--- src/sv/hkrb_pkg.sv ---
// ----------------------------------------------------------------------------
// HID keyboard report builder package
// Matrix geometry, event and report layouts, and controller state codes.
// ----------------------------------------------------------------------------
package hkrb_pkg;

  // Key matrix geometry and derived memory sizes.
  localparam int ROWS       = 8;
  localparam int COLS       = 16;
  localparam int ENTRIES    = ROWS * COLS;
  localparam int ADDR_W     = (ENTRIES > 1) ? $clog2(ENTRIES) : 1;
  localparam int CNT_W      = $clog2(ENTRIES + 1);

  // Report layout.
  localparam int SLOTS      = 6;
  localparam int SLOT_IDX_W = $clog2(SLOTS);
  localparam int FOUND_W    = $clog2(SLOTS + 1);
  localparam int KEY_W      = 8;
  localparam int MOD_W      = 8;
  localparam logic [KEY_W-1:0] ROLLOVER_CODE = 8'd1;

  // Field widths of one event.
  localparam int ACT_W      = 3;
  localparam int ROW_W      = 3;
  localparam int COL_W      = 4;
  localparam int IN_DATA_W  = 24;
  localparam int OUT_DATA_W = 64;

  // Event kinds carried on the input side-band.
  typedef enum logic [ACT_W-1:0] {
    ACT_PRESS        = 3'd0,
    ACT_RELEASE      = 3'd1,
    ACT_SET_HARD     = 3'd2,
    ACT_CLR_HARD     = 3'd3,
    ACT_SET_WEAK     = 3'd4,
    ACT_CLR_WEAK     = 3'd5,
    ACT_CLR_ALL_WEAK = 3'd6,
    ACT_BUILD        = 3'd7
  } action_t;

  // Controller states.
  typedef enum logic [2:0] {
    ST_CLEAR,
    ST_IDLE,
    ST_SCAN,
    ST_DRAIN,
    ST_FINISH
  } state_t;

  // Input data word, last field in the lowest bits.
  typedef struct packed {
    logic             reserved;
    logic [MOD_W-1:0] mod_mask;
    logic [KEY_W-1:0] key_code;
    logic [COL_W-1:0] key_col;
    logic [ROW_W-1:0] key_row;
  } event_t;

  // Output data word, report modifier in the lowest byte.
  typedef struct packed {
    logic [5:0]                  reserved;
    logic                        changed;
    logic                        rolled_over;
    logic [SLOTS-1:0][KEY_W-1:0] slot;
    logic [MOD_W-1:0]            report_modifier;
  } report_t;

endpackage

--- src/sv/hid_keyboard_report_builder.sv ---
// ----------------------------------------------------------------------------
// HID keyboard report builder
// Holds a keycode per matrix position in a memory and builds 6-key reports.
// ----------------------------------------------------------------------------
//
// Channel  Direction  Carries
// -------  ---------  ---------------------------------------------------
// s_*      in         one keyboard event per transfer (kind on s_tuser)
// m_*      out        one boot keyboard report per build event
//
// Press, release and modifier events are taken only while idle.
// A build passes through scan, drain and finish: the single read port of
// the key memory visits every matrix position once in order.
// After reset a clearing pass writes zero to all ENTRIES positions;
// s_tready stays low during it.
// A finished report waits in the output register; events keep flowing, and
// a later build holds in its last step until that register is free.

module hid_keyboard_report_builder (
  input  logic                             clk,
  input  logic                             rst,
  input  logic                             s_tvalid,
  output logic                             s_tready,
  // key_row[2:0], key_col[6:3], key_code[14:7], mod_mask[22:15], zero pad
  input  logic [hkrb_pkg::IN_DATA_W-1:0]   s_tdata,
  // action[2:0]
  input  logic [hkrb_pkg::ACT_W-1:0]       s_tuser,
  output logic                             m_tvalid,
  input  logic                             m_tready,
  // report_modifier[7:0], slot0[15:8] .. slot5[55:48], rolled_over[56],
  // changed[57], zero pad
  output logic [hkrb_pkg::OUT_DATA_W-1:0]  m_tdata
);

  // Key memory and its registered read port.
  logic [hkrb_pkg::KEY_W-1:0] key_mem [hkrb_pkg::ENTRIES];
  logic [hkrb_pkg::KEY_W-1:0] rd_data;
  logic                       rd_pend;

  // Controller.
  hkrb_pkg::state_t           state;
  hkrb_pkg::state_t           state_next;
  logic [hkrb_pkg::CNT_W-1:0] cnt;
  logic                       cnt_last;

  // Scan accumulators.
  logic [hkrb_pkg::FOUND_W-1:0]                  found;
  logic                                          over;
  logic [hkrb_pkg::SLOTS-1:0][hkrb_pkg::KEY_W-1:0] slots;

  // Modifier state.
  logic [hkrb_pkg::MOD_W-1:0] hard_mask;
  logic [hkrb_pkg::MOD_W-1:0] weak_mask;
  logic [hkrb_pkg::MOD_W-1:0] last_modifier;
  logic                       pending;

  // Output register.
  hkrb_pkg::report_t report;

  // Decoded input.
  hkrb_pkg::event_t            ev;
  hkrb_pkg::action_t           act;
  logic                        accept;
  logic                        key_event;
  logic                        in_range;
  logic [hkrb_pkg::ADDR_W-1:0] key_addr;

  // Memory write port.
  logic                        mem_we;
  logic [hkrb_pkg::ADDR_W-1:0] mem_waddr;
  logic [hkrb_pkg::KEY_W-1:0]  mem_wdata;

  // Report emission.
  logic                        out_free;
  logic                        emit;
  logic [hkrb_pkg::MOD_W-1:0]  combined_mod;

  // Input decode.
  assign ev        = hkrb_pkg::event_t'(s_tdata);
  assign act       = hkrb_pkg::action_t'(s_tuser);
  assign accept    = s_tvalid && s_tready;
  assign key_event = (act == hkrb_pkg::ACT_PRESS) || (act == hkrb_pkg::ACT_RELEASE);
  assign in_range  = (int'(ev.key_row) < hkrb_pkg::ROWS) &&
                     (int'(ev.key_col) < hkrb_pkg::COLS);
  assign key_addr  = hkrb_pkg::ADDR_W'(int'(ev.key_row) * hkrb_pkg::COLS +
                                       int'(ev.key_col));

  assign cnt_last     = (cnt == hkrb_pkg::CNT_W'(hkrb_pkg::ENTRIES - 1));
  assign out_free     = !m_tvalid || m_tready;
  assign combined_mod = hard_mask | weak_mask;

  // Next state.
  always_comb begin
    state_next = state;
    case (state)
      hkrb_pkg::ST_CLEAR: begin
        if (cnt_last) state_next = hkrb_pkg::ST_IDLE;
      end
      hkrb_pkg::ST_IDLE: begin
        if (accept && (act == hkrb_pkg::ACT_BUILD)) state_next = hkrb_pkg::ST_SCAN;
      end
      hkrb_pkg::ST_SCAN: begin
        if (cnt_last) state_next = hkrb_pkg::ST_DRAIN;
      end
      hkrb_pkg::ST_DRAIN: begin
        state_next = hkrb_pkg::ST_FINISH;
      end
      hkrb_pkg::ST_FINISH: begin
        if (out_free) state_next = hkrb_pkg::ST_IDLE;
      end
      default: begin
        state_next = hkrb_pkg::ST_IDLE;
      end
    endcase
  end

  // Controller outputs: handshake, memory write port and report emission.
  always_comb begin
    s_tready  = 1'b0;
    mem_we    = 1'b0;
    mem_waddr = key_addr;
    mem_wdata = '0;
    emit      = 1'b0;
    case (state)
      hkrb_pkg::ST_CLEAR: begin
        mem_we    = 1'b1;
        mem_waddr = cnt[hkrb_pkg::ADDR_W-1:0];
      end
      hkrb_pkg::ST_IDLE: begin
        s_tready  = 1'b1;
        mem_we    = s_tvalid && key_event && in_range;
        mem_wdata = (act == hkrb_pkg::ACT_PRESS) ? ev.key_code : '0;
      end
      hkrb_pkg::ST_FINISH: begin
        emit = out_free;
      end
      default: begin
        s_tready = 1'b0;
      end
    endcase
  end

  // State register and position counter shared by clearing and scanning.
  always_ff @(posedge clk) begin
    if (rst) begin
      state   <= hkrb_pkg::ST_CLEAR;
      cnt     <= '0;
      rd_pend <= 1'b0;
    end else begin
      state   <= state_next;
      rd_pend <= (state == hkrb_pkg::ST_SCAN);
      if ((state == hkrb_pkg::ST_CLEAR) || (state == hkrb_pkg::ST_SCAN)) begin
        cnt <= cnt_last ? '0 : cnt + 1'b1;
      end
    end
  end

  // Key memory: one write port, one registered read port at the scan address.
  always_ff @(posedge clk) begin
    if (mem_we) begin
      key_mem[mem_waddr] <= mem_wdata;
    end
    rd_data <= key_mem[cnt[hkrb_pkg::ADDR_W-1:0]];
  end

  // Scan accumulators: collect the first six nonzero keys, flag a seventh.
  always_ff @(posedge clk) begin
    if (rst) begin
      found <= '0;
      over  <= 1'b0;
    end else if (accept && (act == hkrb_pkg::ACT_BUILD)) begin
      found <= '0;
      over  <= 1'b0;
    end else if (rd_pend && (rd_data != '0)) begin
      if (found == hkrb_pkg::FOUND_W'(hkrb_pkg::SLOTS)) begin
        over <= 1'b1;
      end else begin
        found <= found + 1'b1;
      end
    end
  end

  // Slot contents are payload only.
  always_ff @(posedge clk) begin
    if (accept && (act == hkrb_pkg::ACT_BUILD)) begin
      slots <= '0;
    end else if (rd_pend && (rd_data != '0) &&
                 (found != hkrb_pkg::FOUND_W'(hkrb_pkg::SLOTS))) begin
      slots[found[hkrb_pkg::SLOT_IDX_W-1:0]] <= rd_data;
    end
  end

  // Modifier masks and the changed flag.
  always_ff @(posedge clk) begin
    if (rst) begin
      hard_mask     <= '0;
      weak_mask     <= '0;
      last_modifier <= '0;
      pending       <= 1'b0;
    end else if (emit) begin
      pending <= 1'b0;
      if (!over) begin
        last_modifier <= combined_mod;
        weak_mask     <= '0;
      end
    end else if (accept) begin
      case (act)
        hkrb_pkg::ACT_PRESS,
        hkrb_pkg::ACT_RELEASE: begin
          if (in_range) pending <= 1'b1;
        end
        hkrb_pkg::ACT_SET_HARD: begin
          hard_mask <= hard_mask | ev.mod_mask;
          pending   <= 1'b1;
        end
        hkrb_pkg::ACT_CLR_HARD: begin
          hard_mask <= hard_mask & ~ev.mod_mask;
          pending   <= 1'b1;
        end
        hkrb_pkg::ACT_SET_WEAK: begin
          weak_mask <= weak_mask | ev.mod_mask;
        end
        hkrb_pkg::ACT_CLR_WEAK: begin
          weak_mask <= weak_mask & ~ev.mod_mask;
        end
        hkrb_pkg::ACT_CLR_ALL_WEAK: begin
          weak_mask <= '0;
        end
        default: begin
          pending <= pending;
        end
      endcase
    end
  end

  // Output register: valid flag.
  always_ff @(posedge clk) begin
    if (rst) begin
      m_tvalid <= 1'b0;
    end else if (emit) begin
      m_tvalid <= 1'b1;
    end else if (m_tready) begin
      m_tvalid <= 1'b0;
    end
  end

  // Output register: report payload.
  always_ff @(posedge clk) begin
    if (emit) begin
      report.reserved        <= '0;
      report.changed         <= pending;
      report.rolled_over     <= over;
      report.report_modifier <= over ? last_modifier : combined_mod;
      for (int i = 0; i < hkrb_pkg::SLOTS; i++) begin
        report.slot[i] <= over ? hkrb_pkg::ROLLOVER_CODE : slots[i];
      end
    end
  end

  assign m_tdata = report;

endmodule

--- config.mk ---
export PLATFORM = sky130hd
export DESIGN_NAME = hid_keyboard_report_builder
export DESIGN_NICKNAME = d
export VERILOG_FILES = /design/src/sv/hkrb_pkg.sv /design/src/sv/hid_keyboard_report_builder.sv
export SDC_FILE = /design/constraint.sdc
export NUM_CORES = 1
export LEC_CHECK = 0
export CAP_MARGIN = 25
export CORE_AREA = 2 2 342 344
export DETAILED_ROUTE_END_ITERATION = 10
export DIE_AREA = 0 0 344 346
export DONT_BUFFER_PORTS = 1
export GPL_ROUTABILITY_DRIVEN = 0
export HOLD_SLACK_MARGIN = 0.06
export PLACE_DENSITY = 0.6
export SYNTH_ARGS = -nofsm -noshare
export SYNTH_HDL_FRONTEND = slang
export SYNTH_SLANG_ARGS = --single-unit
--- constraint.sdc ---
create_clock -name clk -period 5.9 [get_ports clk]
set_input_delay 1.77 -clock clk [delete_from_list [all_inputs] [get_ports clk]]
set_output_delay 1.77 -clock clk [all_outputs]
set_load 0.02 [all_outputs]
### After elaboration in Yosys (flattened, before gate mapping)

Memory sizes are Yosys's and may differ from the RTL's. A register that Yosys moved wholly into a read port is not among the register bits.
Cells that the tools add are included.
W data, S select, Z words.

| word-level totals | value |
|---|---|
| memories kept | 1 |
| RAM bits | 1024 |
| register bits | 148 |
| output and inout bits | 66 |

| cells by class | value |
|---|---|
| bitwise gates (word level) | 8 |
| reduce and logical (&&, ||, !) cells | 26 |
| add/sub/neg operators | 3 |
| order comparisons | 2 |
| muxes and demuxes | 25 |
| equality and inequality tests | 19 |

Memories:

| memory | depth | width | rd ports | clocked after Yosys merged registers in | write ports | RTL line | RTL |
|---|---|---|---|---|---|---|---|
| key_mem | 128 | 8 | 1 | 1 | 1 | hid_keyboard_report_builder.sv:36 | `logic [hkrb_pkg::KEY_W-1:0] key_mem [hkrb_pkg::ENTRIES];` |

Operator list:

| operator | count |
|---|---|
| $mux W8 | 8 |
| $bwmux W48 | 1 |
| $demux W8 S3 | 1 |
| $or A8 B8 Y8 | 3 |
| $pmux W8 S3 | 1 |
| $eq A3 B3 Y1 const B | 6 |
| $and A8 B8 Y8 | 2 |
| $pmux W8 S2 | 1 |
| $pmux W3 S5 | 1 |
| $eq A3 B2 Y1 const B | 4 |
| $mux W3 | 4 |
| $ne A2 B2 Y1 const B | 5 |
| $add A8 B1 Y8 const B | 1 |
| $eq A8 B7 Y1 const B | 1 |
| $not A8 Y8 | 1 |
| $reduce_bool A8 Y1 | 1 |
| $add A7 B4 Y7 | 1 |
| $mux W7 | 1 |
| $eq A3 B1 Y1 const B | 2 |
| $logic_and A1 B1 Y1 | 6 |
| $logic_not A3 Y1 | 2 |
| $mux W1 | 6 |
| $reduce_and A2 Y1 | 3 |
| $reduce_and A3 Y1 | 2 |
| 13 further kinds | 19 |

### Logic depth before layout (Yosys ltp)

Gate-level depths: netlist of run 1.

| logic depth | value |
|---|---|
| depth in word-level cells | 6 |
| gate-level depth with buffers | 9 |
| gate-level depth less buffers | 6 |

### Worst setup path before layout of run 1

No wires, ideal clock.

| path | value |
|---|---|
| kind | input to register |
| start point | in m_tready |
| end point | reg last_modifier[7] (netlist bit) |
| setup time | 128 ps |
| arrival time | 5303 ps |
| stages on the path | 5 |
| data required time | 5772 ps |
| path slack | 469 ps |
| buffers on the path | 1 |
| cell sequence | nor2b_1 clkbuf_1 nor2_1 mux2i_1 nor2_1 |

| between the ends | value |
|---|---|
| word-level cells in the longest chain between the ends | 2 |

RTL lines:

| what | RTL line | RTL |
|---|---|---|
| start: declaration | hid_keyboard_report_builder.sv:29 | `input logic m_tready,` |
| $logic_or A1 B1 Y1 | hid_keyboard_report_builder.sv:89 | `assign out_free = !m_tvalid \|\| m_tready;` |
| $mux W1 | hid_keyboard_report_builder.sv:124 | `case (state)` |
| net emit | hid_keyboard_report_builder.sv:75 | `logic emit;` |
| end signal: assignment | hid_keyboard_report_builder.sv:203 | `last_modifier <= combined_mod;` |
| end: declaration | hid_keyboard_report_builder.sv:54 | `logic [hkrb_pkg::MOD_W-1:0] last_modifier;` |

The timed path passes the listed nets, and every way through them passes these cells.
A chain may end at the register's enable or synchronous reset.

### Final worst setup path of run 1

| path | value |
|---|---|
| start point | reg cnt[0] (netlist bit) |
| end point | mem key_mem[119][6] (netlist bit) (enable) |

| between the ends | value |
|---|---|
| word-level cells in the longest chain between the ends | 1 |

RTL lines:

| what | RTL line | RTL |
|---|---|---|
| start: declaration | hid_keyboard_report_builder.sv:43 | `logic [hkrb_pkg::CNT_W-1:0] cnt;` |
| start signal: assignment | hid_keyboard_report_builder.sv:153 | `cnt <= cnt_last ? '0 : cnt + 1'b1;` |
| $mux W7 | hid_keyboard_report_builder.sv:124 |  |
| end: declaration | hid_keyboard_report_builder.sv:36 |  |

No other way between the ends.

==> results of run 1 <==
==> kinds of logic (layout without fill, tap and decap cells) <==
group	after synthesis	in the layout	share of synthesized area, %
flip-flops	1180	1180	75.3
adder cells (fa/ha/maj)	3	3	0.0820
multiplexers	383	383	17.6
AND/OR/NAND/NOR	381	381	3.83
buffers and inverters	148	277	1.38
XOR/XNOR	7	7	0.134
AO/OA/AOI/OAI	135	135	1.69
other	1	6	0.00819
==> sequential cells by signal, summed over array words and instances, names as in the netlist, named ones only <==
name and flops:
key_mem 1024, m_tdata 58, slots 48, cnt 8, last_modifier 8, rd_data 8
weak_mask 8, found 3, state 3, m_tvalid 1, over 1, pending 1
rd_pend 1
==> metrics by stage <==
step	instance area [sq um]	utilization (%)	power [uW]	cells
after detailed placement	47700	41.3	10000	3680
after global placement	47600	41.3	10000	3679
after global routing	51400	44.5	17400	3896
after CTS	51300	44.5	17100	3892
after floorplan	45800	-	9780	2243
final	51400	44.5	16900	3896
==> synth_stat cells, drive strengths merged, types with 12 or more instances <==
master	number
mux2	12
o21ai	57
nor2b	43
buf	51
nand2b	14
nor2	188
nand2	45
mux4	336
nand3	44
dfxtp	98
a21oi	56
edfxtp	1082
clkbuf	90
mux2i	35
==> metal layers <==
layer	GRT usage, %	part of all wire, %	vias to the layer above
li1	-	-	9212
met1	23.3	42	11200
met2	26.4	48	739
met3	3.80	7.4	134
met4	3.95	2.1	4
met5	0	0.023	-
==> worst paths after layout <==
kind | start | to | slack (ns)
worst max-delay path | cnt[0] | key_mem[119][6] | 1.95
worst min-delay path | pending | m_tdata[57] | 0.45
worst max register to register | cnt[0] | key_mem[119][6] | 1.95
worst min register to register | pending | m_tdata[57] | 0.45
==> cell type report <==
cell class	count	share of cell area, %
clock buffers	149	6.32
clock inverters	63	0.816
inverters	7	0.0511
multi-input cells	915	20.9
flip-flops and latches	1180	67.1
well taps	1524	3.71
repair buffers	58	1.13
==> critical path: cells and delay by family, from the launching register on <==
family / cells / cell delay [ns]
and+or+nand+nor: 3 / 1.29
muxes: 1 / 0.33
buffers and inverters: 2 / 0.94
DFF: 1 / 0.88
==> layout by cell type, fill, tap and decap left out, types with 8 or more instances in the layout <==
cell / count
edfxtp_1: 1082
mux4_2: 336
nor2_1: 187
clkbuf_16: 125
dfxtp_1: 93
a21oi_1: 56
o21ai_0: 50
buf_4: 46
nand2_1: 45
nand3_1: 44
nor2b_1: 43
mux2i_1: 35
clkinv_1: 33
clkbuf_1: 21
clkinv_2: 20
nand2b_1: 14
mux2_2: 12
nor3_1: 10
buf_12: 10
or2_2: 9
and2_4: 8
a311oi_1: 8
==> power breakdown <==
group | internal, uW | total, uW | switching (uW) | leakage [uW]
Sequential | 9050 | 9140 | 85.5 | 0.0118
Clock | 4070 | 7100 | 3030 | 0.00181
Combinational | 337 | 703 | 366 | 0.00308
Total | 13500 | 16900 | 3480 | 0.0167
==> results.sh, run 1 <==
export IMPL_period_share_pct=66.9
export IMPL_synth_edf_count=1082
export IMPL_worst_path_max_fanout=68
export IMPL_max_stage_delay_ns=0.88
export IMPL_grt_pass1_wl_um=146000
export IMPL_postLayoutSetupSlackWorst_ns=1.95
export IMPL_synth_area_per_cell_sq_um=20.5
export IMPL_outcome="finished clean"
export IMPL_relSlewSlack_pct=29.4
export IMPL_drtIter0Drc=2099
export IMPL_whs_ns=0.448
export IMPL_clockRootBuffer="clkbuf_16"
export IMPL_endpoint_kind="flip-flop"
export IMPL_synth_area_sq_um=45800
export IMPL_regArea_sq_um=34500
export IMPL_yosysTopAreaCellShare_pct=71.0
export IMPL_slew_viol_final=0
export IMPL_yosys_warnings=0
export IMPL_critPathKind="reg -> reg"
export IMPL_ys_flop_type="edfxtp_1"
export IMPL_synth_top_area_cell="edfxtp_1"
export IMPL_antenna_found_initial=3
export IMPL_cts_sinks=1180
export IMPL_core_sq_um=115000
export IMPL_synth_area_leaders="edfxtp_1 (71%), mux4_2 (17%), dfxtp_1 (4.3%)"
export IMPL_grt_pass1_vias=21800
export IMPL_holdPathStages=0
export IMPL_clk_pin_slew_ns=0.06
export IMPL_rsz0062_at_grt="false"
export IMPL_ctsResizeCount=0
export IMPL_n_antenna_cell=0
export IMPL_setup_violations_final=0
export IMPL_tritoncts="done"
export IMPL_critPathRequiredTime_ns=6.19
export IMPL_multi_input_area_sq_um=10700
export IMPL_hold_path_class="reg -> reg"
export IMPL_vias_per_cell=5.47
export IMPL_power_leakage_uw=0.0167
export IMPL_async_flop_share_pct=0
export IMPL_nets=2311
export IMPL_worstMarginPinSlew_ns=1.06
export IMPL_start_kind="flip-flop"
export IMPL_grt_overflow=0
export IMPL_netlist_cell_type_count=46
export IMPL_crit_path_top_delay_cell="dfxtp_4"
export IMPL_htreeDepth=3
export IMPL_vdd_drop_max_mv=0.268
export IMPL_pre_cts_ws_ns=1.48
export IMPL_detail_route_wl_per_cell_um=25.4
export IMPL_ys_ff_latch=1180
export IMPL_setup_tns_ns=0
export IMPL_syn2layout_area_growth_pct=12.3
export IMPL_dr_pass1_iters=5
export IMPL_cts_path_max_buffers=3
export IMPL_die_area_sq_um=119000
export IMPL_vias=21300
export IMPL_finalCriticalPeriod_ns=3.95
export IMPL_clock_latency_ns=0.69
export IMPL_die_h_um=346
export IMPL_worstRegToRegCells=6
export IMPL_final_antenna_net_count=0
export IMPL_remaining_drc_errors=0
export IMPL_crit_chain="buf_12 -> nand2_1 -> mux2i_1 -> nand3_1 -> buf_4 -> nor2_1"
export IMPL_powerDensity_nw_per_um2=330
export IMPL_grt_max_degree=129
export IMPL_drive_gt1_share_pct=25.1
export IMPL_ios=97
export IMPL_ctsHoldBuffers=0
export IMPL_finalHoldViolations=0
export IMPL_rows=125
export IMPL_max_cap_violations=0
export IMPL_cts_buffers=115
export IMPL_ys_seq_area_share_pct=75.3
export IMPL_dp_final_hpwl_um=61500
export IMPL_skew_ns=0.0179
export IMPL_postCtsSetupRepairBufs=0
export IMPL_wl_um=99100
export IMPL_arrival_ns=4.24
export IMPL_netlist_instances=2238
export IMPL_die_width_um=344
export IMPL_grt_usage_pct=16.6
export IMPL_start_util_pct=39.7
export IMPL_n_fill_cell=9671
export IMPL_io_buffer_count=0
export IMPL_timing_fmax_mhz=253
(Power assumes the default switching activity.)
==> run 2: changes to the inputs <==
clock period = 4 ns   (was 5.9 ns; I/O delays follow)
==> results.sh, run 2 (synthesis gave the netlist of run 1 again) <==
export IMPL_die_width_um=344
export IMPL_cts_sinks=1180
export IMPL_worstMarginPinSlew_ns=1.11
export IMPL_r2r_start="cnt[0]"
export IMPL_start_util_pct=39.7
export IMPL_ctsHoldBuffers=0
export IMPL_vias=22000
export IMPL_grt_usage_pct=17.0
export IMPL_postLayoutSetupSlackWorst_ns=0.678
export IMPL_slew_viol_final=0
export IMPL_relSlewSlack_pct=25.4
export IMPL_start_kind="flip-flop"
export IMPL_multi_input_area_sq_um=10700
export IMPL_dp_final_hpwl_um=63300
export IMPL_grt_pass1_vias=22700
export IMPL_cts_buffers=116
export IMPL_nets=2458
export IMPL_htreeDepth=3
export IMPL_core_sq_um=115000
export IMPL_startpoint="cnt[0]"
export IMPL_worst_path_max_fanout=26
export IMPL_placed_cells=3829
export IMPL_hold_path_startpoint="pending"
export IMPL_rows=125
export IMPL_clock_latency_ns=0.71
export IMPL_vias_per_cell=5.44
export IMPL_hold_path_class="reg -> reg"
export IMPL_ios=97
export IMPL_antenna_found_initial=0
export IMPL_pwr_share_seq_pct=52.8
export IMPL_whs_ns=0.449
export IMPL_arrival_ns=3.89
export IMPL_largest_reg_flops=1024
export IMPL_final_antenna_net_count=0
export IMPL_die_area_sq_um=119000
export IMPL_drtIter0Drc=2002
export IMPL_switching_power_uw=5250
export IMPL_grt_max_degree=129
export IMPL_regArea_sq_um=34500
export IMPL_p_clk_share_pct=42.9
export IMPL_setup_violations_final=0
export IMPL_grt_overflow=0
export IMPL_ctsResizeCount=0
export IMPL_skew_ns=0.0334
export IMPL_postCtsSetupRepairBufs=0
export IMPL_n_fill_cell=9523
export IMPL_detail_route_wl_per_cell_um=25.0
export IMPL_die_h_um=346
export IMPL_swShare_pct=20.6
export IMPL_timing_fmax_mhz=301
export IMPL_rsz0062_at_grt="false"
export IMPL_critPathKind="reg -> reg"
export IMPL_finalHoldViolations=0
export IMPL_layout_common_cells="edfxtp_1 (1082), mux4_2 (336), nor2_1 (187)"
export IMPL_grt_pass1_wl_um=149000
export IMPL_vdd_drop_max_mv=0.337
export IMPL_syn2layout_area_growth_pct=15.4
export IMPL_powerDensity_nw_per_um2=483
export IMPL_wl_um=101000
export IMPL_setup_tns_ns=0
export IMPL_fin_cells=4045
export IMPL_outcome="finished clean"
export IMPL_power_leakage_uw=0.0176
export IMPL_period_share_pct=83.1
export IMPL_pre_cts_ws_ns=0.662
export IMPL_endpoint_kind="flip-flop"
export IMPL_layout_commonest_cell="edfxtp_1"
export IMPL_remaining_drc_errors=0
export IMPL_io_buffer_count=0
export IMPL_comb_power_share_pct=4.3
export IMPL_clk_pin_slew_ns=0.06
export IMPL_clockRootBuffer="clkbuf_16"
export IMPL_max_cap_violations=0
export IMPL_intPower_uw=20200
export IMPL_drive_gt1_share_pct=29.9
export IMPL_tritoncts="done"
export IMPL_top_register="key_mem"
export IMPL_cts_path_max_buffers=3
export IMPL_critPathRequiredTime_ns=4.57
export IMPL_finalCriticalPeriod_ns=3.32
export IMPL_dr_pass1_iters=6
==> run 2: cell types whose count changed in the layout (fill, tap and decap cells not counted), sizes merged <==
cell      previous run  this run
clkbuf             149       142
buf                 58       204
diode                0         1
clkinvlp             1         4
inv                 10         8
bufinv               5        13
==> run 2: cell type report <==
cell class              count  area share (%)
clock buffers             142            5.89
diodes                      1         0.00474
multi-input cells         915            20.3
flip-flops and latches   1180            65.2
repair buffers            204            3.44
clock inverters            72            1.43
inverters                   7          0.0497
well taps                1524            3.61
==> run 2: path summary, 6_finish.rpt <==
path | depth (start not counted) | to | slack [ns]
max reg2reg | 6 | rd_data[6] | 0.68
min | 0 | m_tdata[57] | 0.45
max | 6 | rd_data[6] | 0.68
min reg2reg | 0 | m_tdata[57] | 0.45
==> run 2: routing by layer <==
layer | vias up | GRT usage, % | part of all wire [%]
met5 | - | 0 | 0
met4 | 0 | 4.84 | 2.6
met3 | 150 | 3.60 | 6.3
met2 | 708 | 28.1 | 50
met1 | 11600 | 22.7 | 41
li1 | 9507 | - | -
==> run 2: power groups by stage <==
stage                     Combinational, uW  Clock, uW  Sequential [uW]
after global placement                 1090          0            13700
after global routing                   1140      11600            13500
final                                  1090      10900            13500
after floorplan                         791          0            13600
after CTS                              1100      11200            13500
after detailed placement               1100          0            13700
==> run 2: stage by stage <==
stage | instance area (sq um) | total power, uW | util [%]
after global routing | 52800 | 26300 | 45.8
after detailed placement | 48900 | 14800 | 42.4
after floorplan | 45800 | 14400 | -
after CTS | 52800 | 25700 | 45.8
final | 52800 | 25500 | 45.8
after global placement | 48900 | 14800 | 42.4
==> run 2: critical path, cell delays in order, from the launching register on <==
cell and delay (ns):
dfxtp_4 0.72, buf_12 0.27, buf_12 0.26, mux4_2 0.55, mux4_2 0.55, mux4_2 0.47, mux2_2 0.32
==> run 3: changes to the inputs <==
PLACE_DENSITY = 0.62   (was 0.6)
clock period = 3 ns   (was 4 ns; I/O delays follow)
==> results.sh, run 3 (synthesis gave the netlist of run 1 again) <==
export IMPL_detail_route_wl_per_cell_um=25.1
export IMPL_vdd_drop_max_mv=0.479
export IMPL_grt_pass1_vias=23000
export IMPL_intPower_uw=26700
export IMPL_vias_per_cell=5.44
export IMPL_r2r_start="cnt[0]"
export IMPL_max_stage_delay_ns=0.57
export IMPL_top_register="key_mem"
export IMPL_dr_pass1_iters=5
export IMPL_worstRegToRegCells=6
export IMPL_timing_fmax_mhz=335
export IMPL_setup_tns_ns=0
export IMPL_crit_path_top_delay_cell="mux4_2"
export IMPL_remaining_drc_errors=0
export IMPL_crit_path_frequent_cell="mux4_2"
export IMPL_rows=125
export IMPL_max_cap_violations=0
export IMPL_endpoint_kind="flip-flop"
export IMPL_start_util_pct=39.7
export IMPL_comb_power_share_pct=4.8
export IMPL_die_h_um=346
export IMPL_crit_chain="buf_12 -> buf_16 -> mux4_2 -> mux4_2 -> mux4_2 -> mux2_2"
export IMPL_postLayoutSetupSlackWorst_ns=0.0146
export IMPL_tritoncts="done"
export IMPL_rsz0062_at_grt="true"
export IMPL_worstMarginPinSlew_ns=0.646
export IMPL_pwr_share_seq_pct=53.2
export IMPL_critPathKind="reg -> reg"
export IMPL_ios=97
export IMPL_arrival_ns=3.54
export IMPL_p_clk_share_pct=42.0
export IMPL_relSlewSlack_pct=56.7
export IMPL_clock_latency_ns=0.70
export IMPL_placed_cell_area_sq_um=49700
export IMPL_vias=22400
export IMPL_path_buf_inv=2
export IMPL_cpLargestDelayFamily="multiplexers"
export IMPL_worst_path_max_fanout=14
export IMPL_io_buffer_count=0
export IMPL_die_width_um=344
export IMPL_largest_reg_flops=1024
export IMPL_switching_power_uw=6970
export IMPL_outcome="finished clean"
export IMPL_clk_pin_slew_ns=0.06
export IMPL_holdPathStages=1
export IMPL_r2r_end="rd_data[1]"
export IMPL_pre_cts_ws_ns=0.0503
export IMPL_hold_path_startpoint="rst"
export IMPL_final_antenna_net_count=0
export IMPL_grt_max_degree=93
export IMPL_critPathRequiredTime_ns=3.56
export IMPL_dp_final_hpwl_um=67200
export IMPL_powerDensity_nw_per_um2=629
export IMPL_htreeDepth=3
export IMPL_cts_sinks=1180
export IMPL_drtIter0Drc=2273
export IMPL_power_leakage_uw=0.0180
export IMPL_setup_violations_final=0
export IMPL_rrSetupSlack_ns=0.01
export IMPL_finalCriticalPeriod_ns=2.99
export IMPL_finalHoldViolations=0
export IMPL_design_area_sq_um=53600
export IMPL_start_kind="flip-flop"
export IMPL_slew_viol_final=0
export IMPL_fin_cells=4114
export IMPL_hold_path_class="in -> reg"
export IMPL_swShare_pct=20.7
export IMPL_skew_ns=0.0253
export IMPL_placed_cells=3882
export IMPL_wl_um=103000
export IMPL_cts_path_max_buffers=3
export IMPL_grt_pass1_wl_um=153000
export IMPL_nets=2528
export IMPL_die_area_sq_um=119000
export IMPL_antenna_found_initial=4
export IMPL_drive_gt1_share_pct=31.8
export IMPL_layout_commonest_cell="edfxtp_1"
export IMPL_worstHoldEndpoint="last_modifier[1]"
export IMPL_grt_usage_pct=17.3
export IMPL_clockRootBuffer="clkbuf_16"
export IMPL_cts_buffers=115
export IMPL_period_share_pct=99.5
export IMPL_grt_overflow=0
export IMPL_core_sq_um=115000
export IMPL_n_antenna_cell=0
export IMPL_layout_common_cells="edfxtp_1 (1082), mux4_2 (336), buf_4 (222)"
export IMPL_syn2layout_area_growth_pct=17.1
-- run 3: changes by cell type in the layout (fill, tap and decap cells not counted), sizes merged --
cell,previous run,this run
buf,204,273
bufinv,13,10
clkbuf,142,146
clkinv,54,49
clkinvlp,4,9
diode,1,0
-- run 3: cell type report --
type,instances,area (sq um)
fillers,9481,61800
clock buffers,144,3080
multi-input cells,915,10700
inverters,7,26.3
repair buffers,275,2760
clock inverters,69,611
flip-flops and latches,1180,34500
well taps,1524,1910
-- run 3: power by group through the flow --
stage          combinational (uW)  sequential, uW  clock, uW
6_report                     1600           17900      14200
5_1_grt                      1690           17900      15100
4_1_cts                      1590           17900      14400
3_5_place_dp                 1570           18300          0
3_3_place_gp                 1560           18300          0
2_1_floorplan                1050           18200          0
-- run 3: what timing repair did --
action                     CTS  global route
hold buffers                 0             0
setup buffers                0            17
setup endpoints to repair    2             7
gates resized for setup      3             4
gates cloned                 0             2
pin swaps                    0             0
-- run 3: worst max-delay path by stage --
stage / startpoint / to / slack, ns / cells past startpoint
floorplan: s_tuser[1] / key_mem[0][0] / -0.02 / 3
global placement: cnt[0] / rd_data[3] / 0.05 / 6
detailed placement: cnt[0] / rd_data[4] / 0.05 / 6
CTS: cnt[0] / rd_data[7] / 0.0007 / 6
global route: cnt[0] / rd_data[1] / -0.003 / 5
finish: cnt[0] / rd_data[1] / 0.01 / 6
-- run 3: per-layer routing --
layer	vias up	track usage, %	part of all wire [%]	wire length (um)
li1	9649	-	-	-
met1	11900	23.8	42	43700
met2	698	28.5	50	51200
met3	155	3.13	5.8	5980
met4	0	4.42	2.2	2240
met5	-	0	0	0
-- run 3: worst reg2reg max path: cells and delay by family, from the launching register on --
family	cells	cell delay [ns]
buf+inv	2	0.43
flops	1	0.43
mux	4	1.99
-- run 3: per-stage QoR --
stage / power, uW / util [%] / hold slack, ns
finish: 33700 / 46.4 / 0.288
CTS: 33900 / 46.3 / 0.232
detailed placement: 19900 / 43.1 / 0.441
global route: 34700 / 46.4 / 0.245
floorplan: 19200 / - / 0.409
global placement: 19800 / 43.1 / 0.419
